<file path="src/rtl/core/bsst_pkg.sv">
package bsst_pkg;

    localparam int MAX_COUNT = 64;
    localparam int DATA_W    = 32;
    localparam int GAP_W     = DATA_W + 1;
    localparam int CNT_W     = $clog2(MAX_COUNT + 1);
    localparam int IDX_W     = $clog2(MAX_COUNT);
    localparam int CAP_W     = 7;
    localparam int LIM_W     = (CNT_W > CAP_W) ? CNT_W : CAP_W;
    localparam int APB_AW    = 3;
    localparam int APB_DW    = 32;

    // register index decoded from paddr[2]
    localparam logic REG_CAPACITY = 1'b0;

    localparam logic [CAP_W-1:0] CAP_RESET = CAP_W'(64);

    localparam logic [2:0] ST_IDLE  = 3'd0;
    localparam logic [2:0] ST_SCAN  = 3'd1;
    localparam logic [2:0] ST_DRAIN = 3'd2;
    localparam logic [2:0] ST_UPD   = 3'd3;
    localparam logic [2:0] ST_OUT   = 3'd4;

    localparam logic STATUS_OK   = 1'b0;
    localparam logic STATUS_FULL = 1'b1;

endpackage

</file>
<file path="src/rtl/core/bounded_set_span_tracker_core.sv">
// An added word scans the held numbers (one compare per held number through the shared subtract
// unit and the array read port), then drains, updates and loads its result; a rejected word skips
// to the result and the first word skips the scan. One word in flight at a time: the next word
// is taken only after the result loads, which waits while the result register is still full.
// Reset (synchronous, active low) clears count, min, max and the output valid, sets the best gap
// to all ones; capacity returns to 64. Stored numbers are not cleared: only entries below the count are read.
module bounded_set_span_tracker_core
    import bsst_pkg::*;
(
    input  logic                     i_clk,
    input  logic                     i_rst_n,
    // input channel
    input  logic                     i_in_valid,
    output logic                     o_in_ready,
    input  logic signed [DATA_W-1:0] i_value,
    // result channel
    output logic                     o_out_valid,
    input  logic                     i_out_ready,
    output logic                     o_status,
    output logic [CAP_W-1:0]         o_count,
    output logic                     o_span_valid,
    output logic [DATA_W-1:0]        o_shortest_span,
    output logic [DATA_W-1:0]        o_longest_span,
    // configuration
    input  logic                     psel,
    input  logic                     penable,
    input  logic                     pwrite,
    input  logic [APB_AW-1:0]        paddr,
    input  logic [APB_DW-1:0]        pwdata,
    output logic [APB_DW-1:0]        prdata,
    output logic                     pready
);

    logic [2:0]               r_state;
    logic [2:0]               n_state;
    logic [CAP_W-1:0]         r_cap;
    logic signed [DATA_W-1:0] r_val;
    logic [CNT_W-1:0]         r_held;
    logic [CNT_W-1:0]         r_idx;
    logic signed [DATA_W-1:0] r_rd_data;
    logic                     r_cmp_v;
    logic [GAP_W-1:0]         r_gap;
    logic signed [DATA_W-1:0] r_min;
    logic signed [DATA_W-1:0] r_max;
    logic                     r_reject;

    logic                     r_out_valid;
    logic                     r_out_status;
    logic [CAP_W-1:0]         r_out_count;
    logic                     r_out_span_valid;
    logic [DATA_W-1:0]        r_out_short;
    logic [DATA_W-1:0]        r_out_long;

    logic signed [DATA_W-1:0] mem [MAX_COUNT];

    logic                     in_acc;
    logic                     cfg_wr;
    logic [LIM_W-1:0]         cap_ext;
    logic [LIM_W-1:0]         max_ext;
    logic [LIM_W-1:0]         lim;
    logic                     full;
    logic                     val_ge;
    logic [DATA_W-1:0]        sub_a;
    logic [DATA_W-1:0]        sub_b;
    logic [DATA_W-1:0]        gap_abs;
    logic                     out_free;
    logic                     span_ok;
    logic [CNT_W+CAP_W-1:0]   count_wide;

    assign pready     = 1'b1;
    assign cfg_wr     = psel & penable & pwrite & (paddr[2] == REG_CAPACITY);
    assign prdata     = (paddr[2] == REG_CAPACITY) ? APB_DW'(r_cap) : '0;

    assign o_in_ready = (r_state == ST_IDLE);
    assign in_acc     = i_in_valid & o_in_ready;

    // effective limit saturates at the array depth
    assign cap_ext = LIM_W'(r_cap);
    assign max_ext = LIM_W'(MAX_COUNT);
    assign lim     = (cap_ext > max_ext) ? max_ext : cap_ext;
    assign full    = (LIM_W'(r_held) >= lim);

    // shared unit: order the pair, one subtract gives the absolute gap
    assign val_ge  = (r_val >= r_rd_data);
    assign sub_a   = val_ge ? r_val : r_rd_data;
    assign sub_b   = val_ge ? r_rd_data : r_val;
    assign gap_abs = sub_a - sub_b;

    assign out_free   = ~r_out_valid | i_out_ready;
    assign span_ok    = (r_held >= CNT_W'(2));
    assign count_wide = {{CAP_W{1'b0}}, r_held};

    always_comb begin
        n_state = r_state;
        case (r_state)
            ST_IDLE: begin
                if (in_acc) begin
                    if (full) begin
                        n_state = ST_OUT;
                    end else if (r_held == '0) begin
                        n_state = ST_UPD;
                    end else begin
                        n_state = ST_SCAN;
                    end
                end
            end
            ST_SCAN: begin
                if (r_idx == r_held - CNT_W'(1)) begin
                    n_state = ST_DRAIN;
                end
            end
            ST_DRAIN: n_state = ST_UPD;
            ST_UPD:   n_state = ST_OUT;
            ST_OUT: begin
                if (out_free) begin
                    n_state = ST_IDLE;
                end
            end
            default:  n_state = ST_IDLE;
        endcase
    end

    always_ff @(posedge i_clk) begin
        if (!i_rst_n) begin
            r_state <= ST_IDLE;
            r_cap   <= CAP_RESET;
            r_held  <= '0;
            r_idx   <= '0;
            r_cmp_v <= 1'b0;
            r_gap   <= '1;
            r_min   <= '0;
            r_max   <= '0;
        end else begin
            r_state <= n_state;
            r_cmp_v <= (r_state == ST_SCAN);
            if (cfg_wr) begin
                r_cap <= pwdata[CAP_W-1:0];
            end
            if (in_acc) begin
                r_idx <= '0;
            end else if (r_state == ST_SCAN) begin
                r_idx <= r_idx + CNT_W'(1);
            end
            if (r_cmp_v && (GAP_W'(gap_abs) < r_gap)) begin
                r_gap <= GAP_W'(gap_abs);
            end
            if (r_state == ST_UPD) begin
                r_held <= r_held + CNT_W'(1);
                if (r_held == '0) begin
                    r_min <= r_val;
                    r_max <= r_val;
                end else begin
                    if (r_val < r_min) begin
                        r_min <= r_val;
                    end
                    if (r_val > r_max) begin
                        r_max <= r_val;
                    end
                end
            end
        end
    end

    always_ff @(posedge i_clk) begin
        if (in_acc) begin
            r_val    <= i_value;
            r_reject <= full;
        end
    end

    // number array: one read port for the scan, one write port for the add
    always_ff @(posedge i_clk) begin
        if (r_state == ST_SCAN) begin
            r_rd_data <= mem[r_idx[IDX_W-1:0]];
        end
        if (r_state == ST_UPD) begin
            mem[r_held[IDX_W-1:0]] <= r_val;
        end
    end

    // result register
    always_ff @(posedge i_clk) begin
        if (!i_rst_n) begin
            r_out_valid <= 1'b0;
        end else if ((r_state == ST_OUT) && out_free) begin
            r_out_valid <= 1'b1;
        end else if (i_out_ready) begin
            r_out_valid <= 1'b0;
        end
    end

    always_ff @(posedge i_clk) begin
        if ((r_state == ST_OUT) && out_free) begin
            r_out_status     <= r_reject ? STATUS_FULL : STATUS_OK;
            r_out_count      <= count_wide[CAP_W-1:0];
            r_out_span_valid <= span_ok;
            r_out_short      <= span_ok ? r_gap[DATA_W-1:0] : '0;
            r_out_long       <= span_ok ? DATA_W'(r_max - r_min) : '0;
        end
    end

    assign o_out_valid     = r_out_valid;
    assign o_status        = r_out_status;
    assign o_count         = r_out_count;
    assign o_span_valid    = r_out_span_valid;
    assign o_shortest_span = r_out_short;
    assign o_longest_span  = r_out_long;

    a_held_bound: assert property (@(posedge i_clk) disable iff (!i_rst_n)
        r_held <= CNT_W'(MAX_COUNT))
        else $error("held count above array depth");

    a_scan_in_range: assert property (@(posedge i_clk) disable iff (!i_rst_n)
        (r_state == ST_SCAN) |-> (r_idx < r_held))
        else $error("scan index beyond held numbers");

    a_held_moves_on_add: assert property (@(posedge i_clk) disable iff (!i_rst_n)
        (r_held != $past(r_held)) |-> ($past(r_state) == ST_UPD))
        else $error("held count changed outside an add");

    a_min_le_max: assert property (@(posedge i_clk) disable iff (!i_rst_n)
        (r_held != '0) |-> (r_min <= r_max))
        else $error("minimum above maximum");

endmodule

</file>
<file path="config.mk">
export PLATFORM = sky130hd
export DESIGN_NAME = bounded_set_span_tracker_core
export DESIGN_NICKNAME = d
export VERILOG_FILES = /design/src/rtl/core/bsst_pkg.sv /design/src/rtl/core/bounded_set_span_tracker_core.sv
export SDC_FILE = /design/constraint.sdc
export NUM_CORES = 2
export LEC_CHECK = 0
export BUFFER_PORTS_ARGS = -buffer_cell sky130_fd_sc_hd__buf_4
export CAP_MARGIN = 40
export CORE_AREA = 2 2 399 401
export DETAILED_ROUTE_END_ITERATION = 8
export DIE_AREA = 0 0 401 403
export PLACE_DENSITY_LB_ADDON = 0.25
export SYNTH_ARGS = -nofsm -noshare
export SYNTH_HDL_FRONTEND = slang
export SYNTH_SLANG_ARGS = --single-unit
</file>
<file path="constraint.sdc">
create_clock -name i_clk -period 8.47 [get_ports i_clk]
set_clock_uncertainty 0.1 [all_clocks]
set_input_delay 0.847 -clock i_clk [delete_from_list [all_inputs] [get_ports i_clk]]
set_output_delay 0.847 -clock i_clk [all_outputs]
set_load 0.01 [all_outputs]
</file>
==> impl_results.md <==
- Crit. End Element: register
- Postcts setup bufs: 0
- Unrepaired setup endpoints after global routing: false
- Sum Neg Setup Slack: 0 ps
- Power Internal: approximately 20 mW
- Top cells by area, synth: edfxtp_1, mux4_2, dfxtp_1
- First-pass GRT wire length: 351 mm
- Synth cell count leaders: edfxtp_1, mux4_2, nor2_1, ha_1, clkbuf_1
- Layout cells sized above 1: 26.5%
- Critical path class: register to register
- Total track usage: 31.0%
- Final Instance Count excl. Fillers: ~7200
- Io pins: 182
- Post-synthesis sequential area ratio: a little over 70%
- Total power: 26.6 mW
- Die Height: ~400 um
- Hold WC Path Type: input port to register
- Area share of the largest cell type after synthesis: 70.1%
- Post-Syn Instances: about 4700
- DR vias: 48300
- Arrival @ worst endpoint: 8590 ps
- Area grow syn2layout: 12.3%
- Setup crit end: r_gap[6]
- Mapped cell area: between 0.09 and 0.1 mm^2
- Max-Cap Viols: 0
- Clock share of power: 36.1%
- Vias in the first global route: 47900
- Total wire length: 247 mm
- Max IR drop VDD: 0.000227 V
- Post-synthesis async set-or-reset flop share: 0%
- DRC: 0
- Cell repeated most along the worst path: a21o_1
- Worst EP required: about 9100 ps
- Pre-antenna DRT Iters: 5
- Hold slack: roughly 72 ps
- Ys flop type: edfxtp_1
- CP max stage cell: or4_4
- Dpl cells: 6806
- Die Area: 0.162 mm^2
- Clock-pin slew on the worst setup and hold paths: about 60 ps
- CP startpoint: r_val[9]
- CP Launch Type: register
- Synthesized area per cell: around 20 um^2
- Global route total overflow: 0
- LEAKAGE: about 34 nW
- Number of gates resized after CTS: 0
- Flop and latch count out of synthesis: 2309
- Max Freq: 0.126 GHz
- Final #Nets: about 5200
- Detail Placement HPWL: roughly 140 mm
- # setup viols final: 0
- Slew Limit Fails: 0
- R2r endpoint: r_gap[6]
- Clock net sink count: roughly 2300
- Slew headroom: roughly a third
- EDFF count, synth: 2186
- Flop pwr share: 48.7%
- Clock root buffer: clkbuf_16
- Largest net degree at the start of global routing: 144
- Combinational Power Share: 15.2%
- Final hold vios: 0
- Netlist cell types: 83
- Final Instance Area: 0.105 mm^2
- Cells on Worst Hold Path: 1
- Multi-input gate area: 0.0245 mm^2
- Status: finished clean
- Placed cell area: 0.0981 mm^2
- Crit path largest cell delay: 540 ps
- Pwr dens: about 250 mW/mm^2
- Die width: 401 um
- TritonCTS clock tree: built
- Reg2Reg Launch Point: r_val[9]
- Cell with the most instances after synthesis: edfxtp_1
- CP Max Fanout: 34
- Initial antenna violation count: 29
- Sequential cell area: around 0.07 mm^2
- Yosys warns: 0
- Vias/cell: 6.69
- CTS Buf Count: 219
- CTS H-Tree Depth: 4
- CTS Hold Bufs: 0
- Post-layout min period: 7920 ps
- Row cnt: 146
- Worst-skew pair later-pin latency: 880 ps
- Max clock buf depth: 3
- Fillers: 9964
- WL/cell: approximately 34 um
- Post-route ant nets: 0
- Final period util: a little over 90%
- Drt initial violations: 6704
- Leading area contributor after synthesis: edfxtp_1
- R2R cell count: 32
- Port Buffer Count: 128
- Placer congestion estimate: 0.887
- P_sw: 6.74 mW
- FF-to-FF setup slack: 550 ps
- Initial core utilization: 59.5%
- Sw frac: 25.4%
- Area of the core: 0.157 mm^2
- Slew @ Worst Pin: between 1000 and 1500 ps
## how the worst min path moves through the flow
stage / from / end / slack, ps
after floorplan: r_reject / o_status / 300
after global placement: r_cmp_v / r_gap[32] / 340
after detailed placement: r_cmp_v / r_gap[32] / 330
after CTS: i_value[17] / r_val[17] / 30
after global routing: i_value[17] / r_val[17] / 50
final: i_value[17] / r_val[17] / 70
## layout make-up
class | count | share of cell area [%]
inverters | 150 | 0.535
clock inverters | 119 | 1.17
clock buffers | 284 | 5.48
multi-input cells | 1994 | 23.3
well taps | 2072 | 2.47
repair buffers | 281 | 2.29
diodes | 8 | 0.0190
flip-flops and latches | 2309 | 64.8
## critical path: cells and delay by family (launching register included)
family | cells | cell delay, ps
buffers and inverters | 3 | 730
adders and majority gates | 3 | 980
xor gates and xnor gates | 1 | 230
DFF | 1 | 410
AOI/OAI and AO/OA | 19 | 3840
and+or+nand+nor | 6 | 1540
## per-layer routing
layer	wire (um)	track usage (%)	vias up
li1	-	-	19700
met5	174	0	-
met4	11700	13.2	26
met1	88300	42.4	25100
met2	115000	47.8	2955
met3	31100	8.55	537
## power by group through the flow
stage	clock network, mW	logic, mW	registers, mW
finish	9.60	4.03	12.9
global route	10.1	4.34	13.0
CTS	9.70	4.01	12.9
detailed placement	0	3.99	13.2
global placement	0	3.92	13.2
floorplan	0	2.56	13.3
## state kept, by name (all words and copies together) (netlist names)
name and count:
mem 2048, r_gap 33, o_longest_span 32, o_shortest_span 32, r_max 32, r_min 32
r_rd_data 32, r_val 32, cap_ext 7, o_count 7, r_held 7, r_idx 7
r_state 3, o_out_valid 1, o_span_valid 1, o_status 1, r_cmp_v 1, r_reject 1
## through the flow
stage | setup slack (ps) | utilization, %
final | 548 | 66.8
after global routing | 167 | 66.8
after CTS | 662 | 66.8
after detailed placement | 692 | 62.3
after global placement | 800 | 62.1
after floorplan | 714 | -
## logic make-up (layout without fill, tap and decap cells)
family,Yosys count,after routing,share of synthesized area (%)
simple gates,609,609,3.07
buf+inv,402,834,1.77
compound gates,403,403,2.83
fa+ha+maj,170,170,2.28
xor+xnor,70,70,0.655
mux,716,716,16.6
other cells,2,34,0.00802
flops,2309,2309,72.7
## placed cells by master (no fill, tap or decap), types with 12 or more instances in the layout
cell type	count
nor2_1	152
buf_4	257
a21oi_1	74
nand4_1	34
clkinv_2	28
clkbuf_16	220
nand2_1	156
bufinv_16	19
xnor2_1	44
mux2i_1	44
o211ai_1	25
a31oi_1	13
o21a_1	12
and4_1	13
clkbuf_1	62
nand3_1	52
o22ai_1	16
nor2_4	65
dfxtp_1	117
edfxtp_1	2186
clkinv_1	50
a211oi_1	19
ha_1	169
xor2_1	26
conb_1	26
nor2b_1	26
inv_1	148
nor3_1	22
o21ai_0	96
nand2b_1	20
mux4_2	672
a21o_1	63
(Power assumes the default switching activity.)
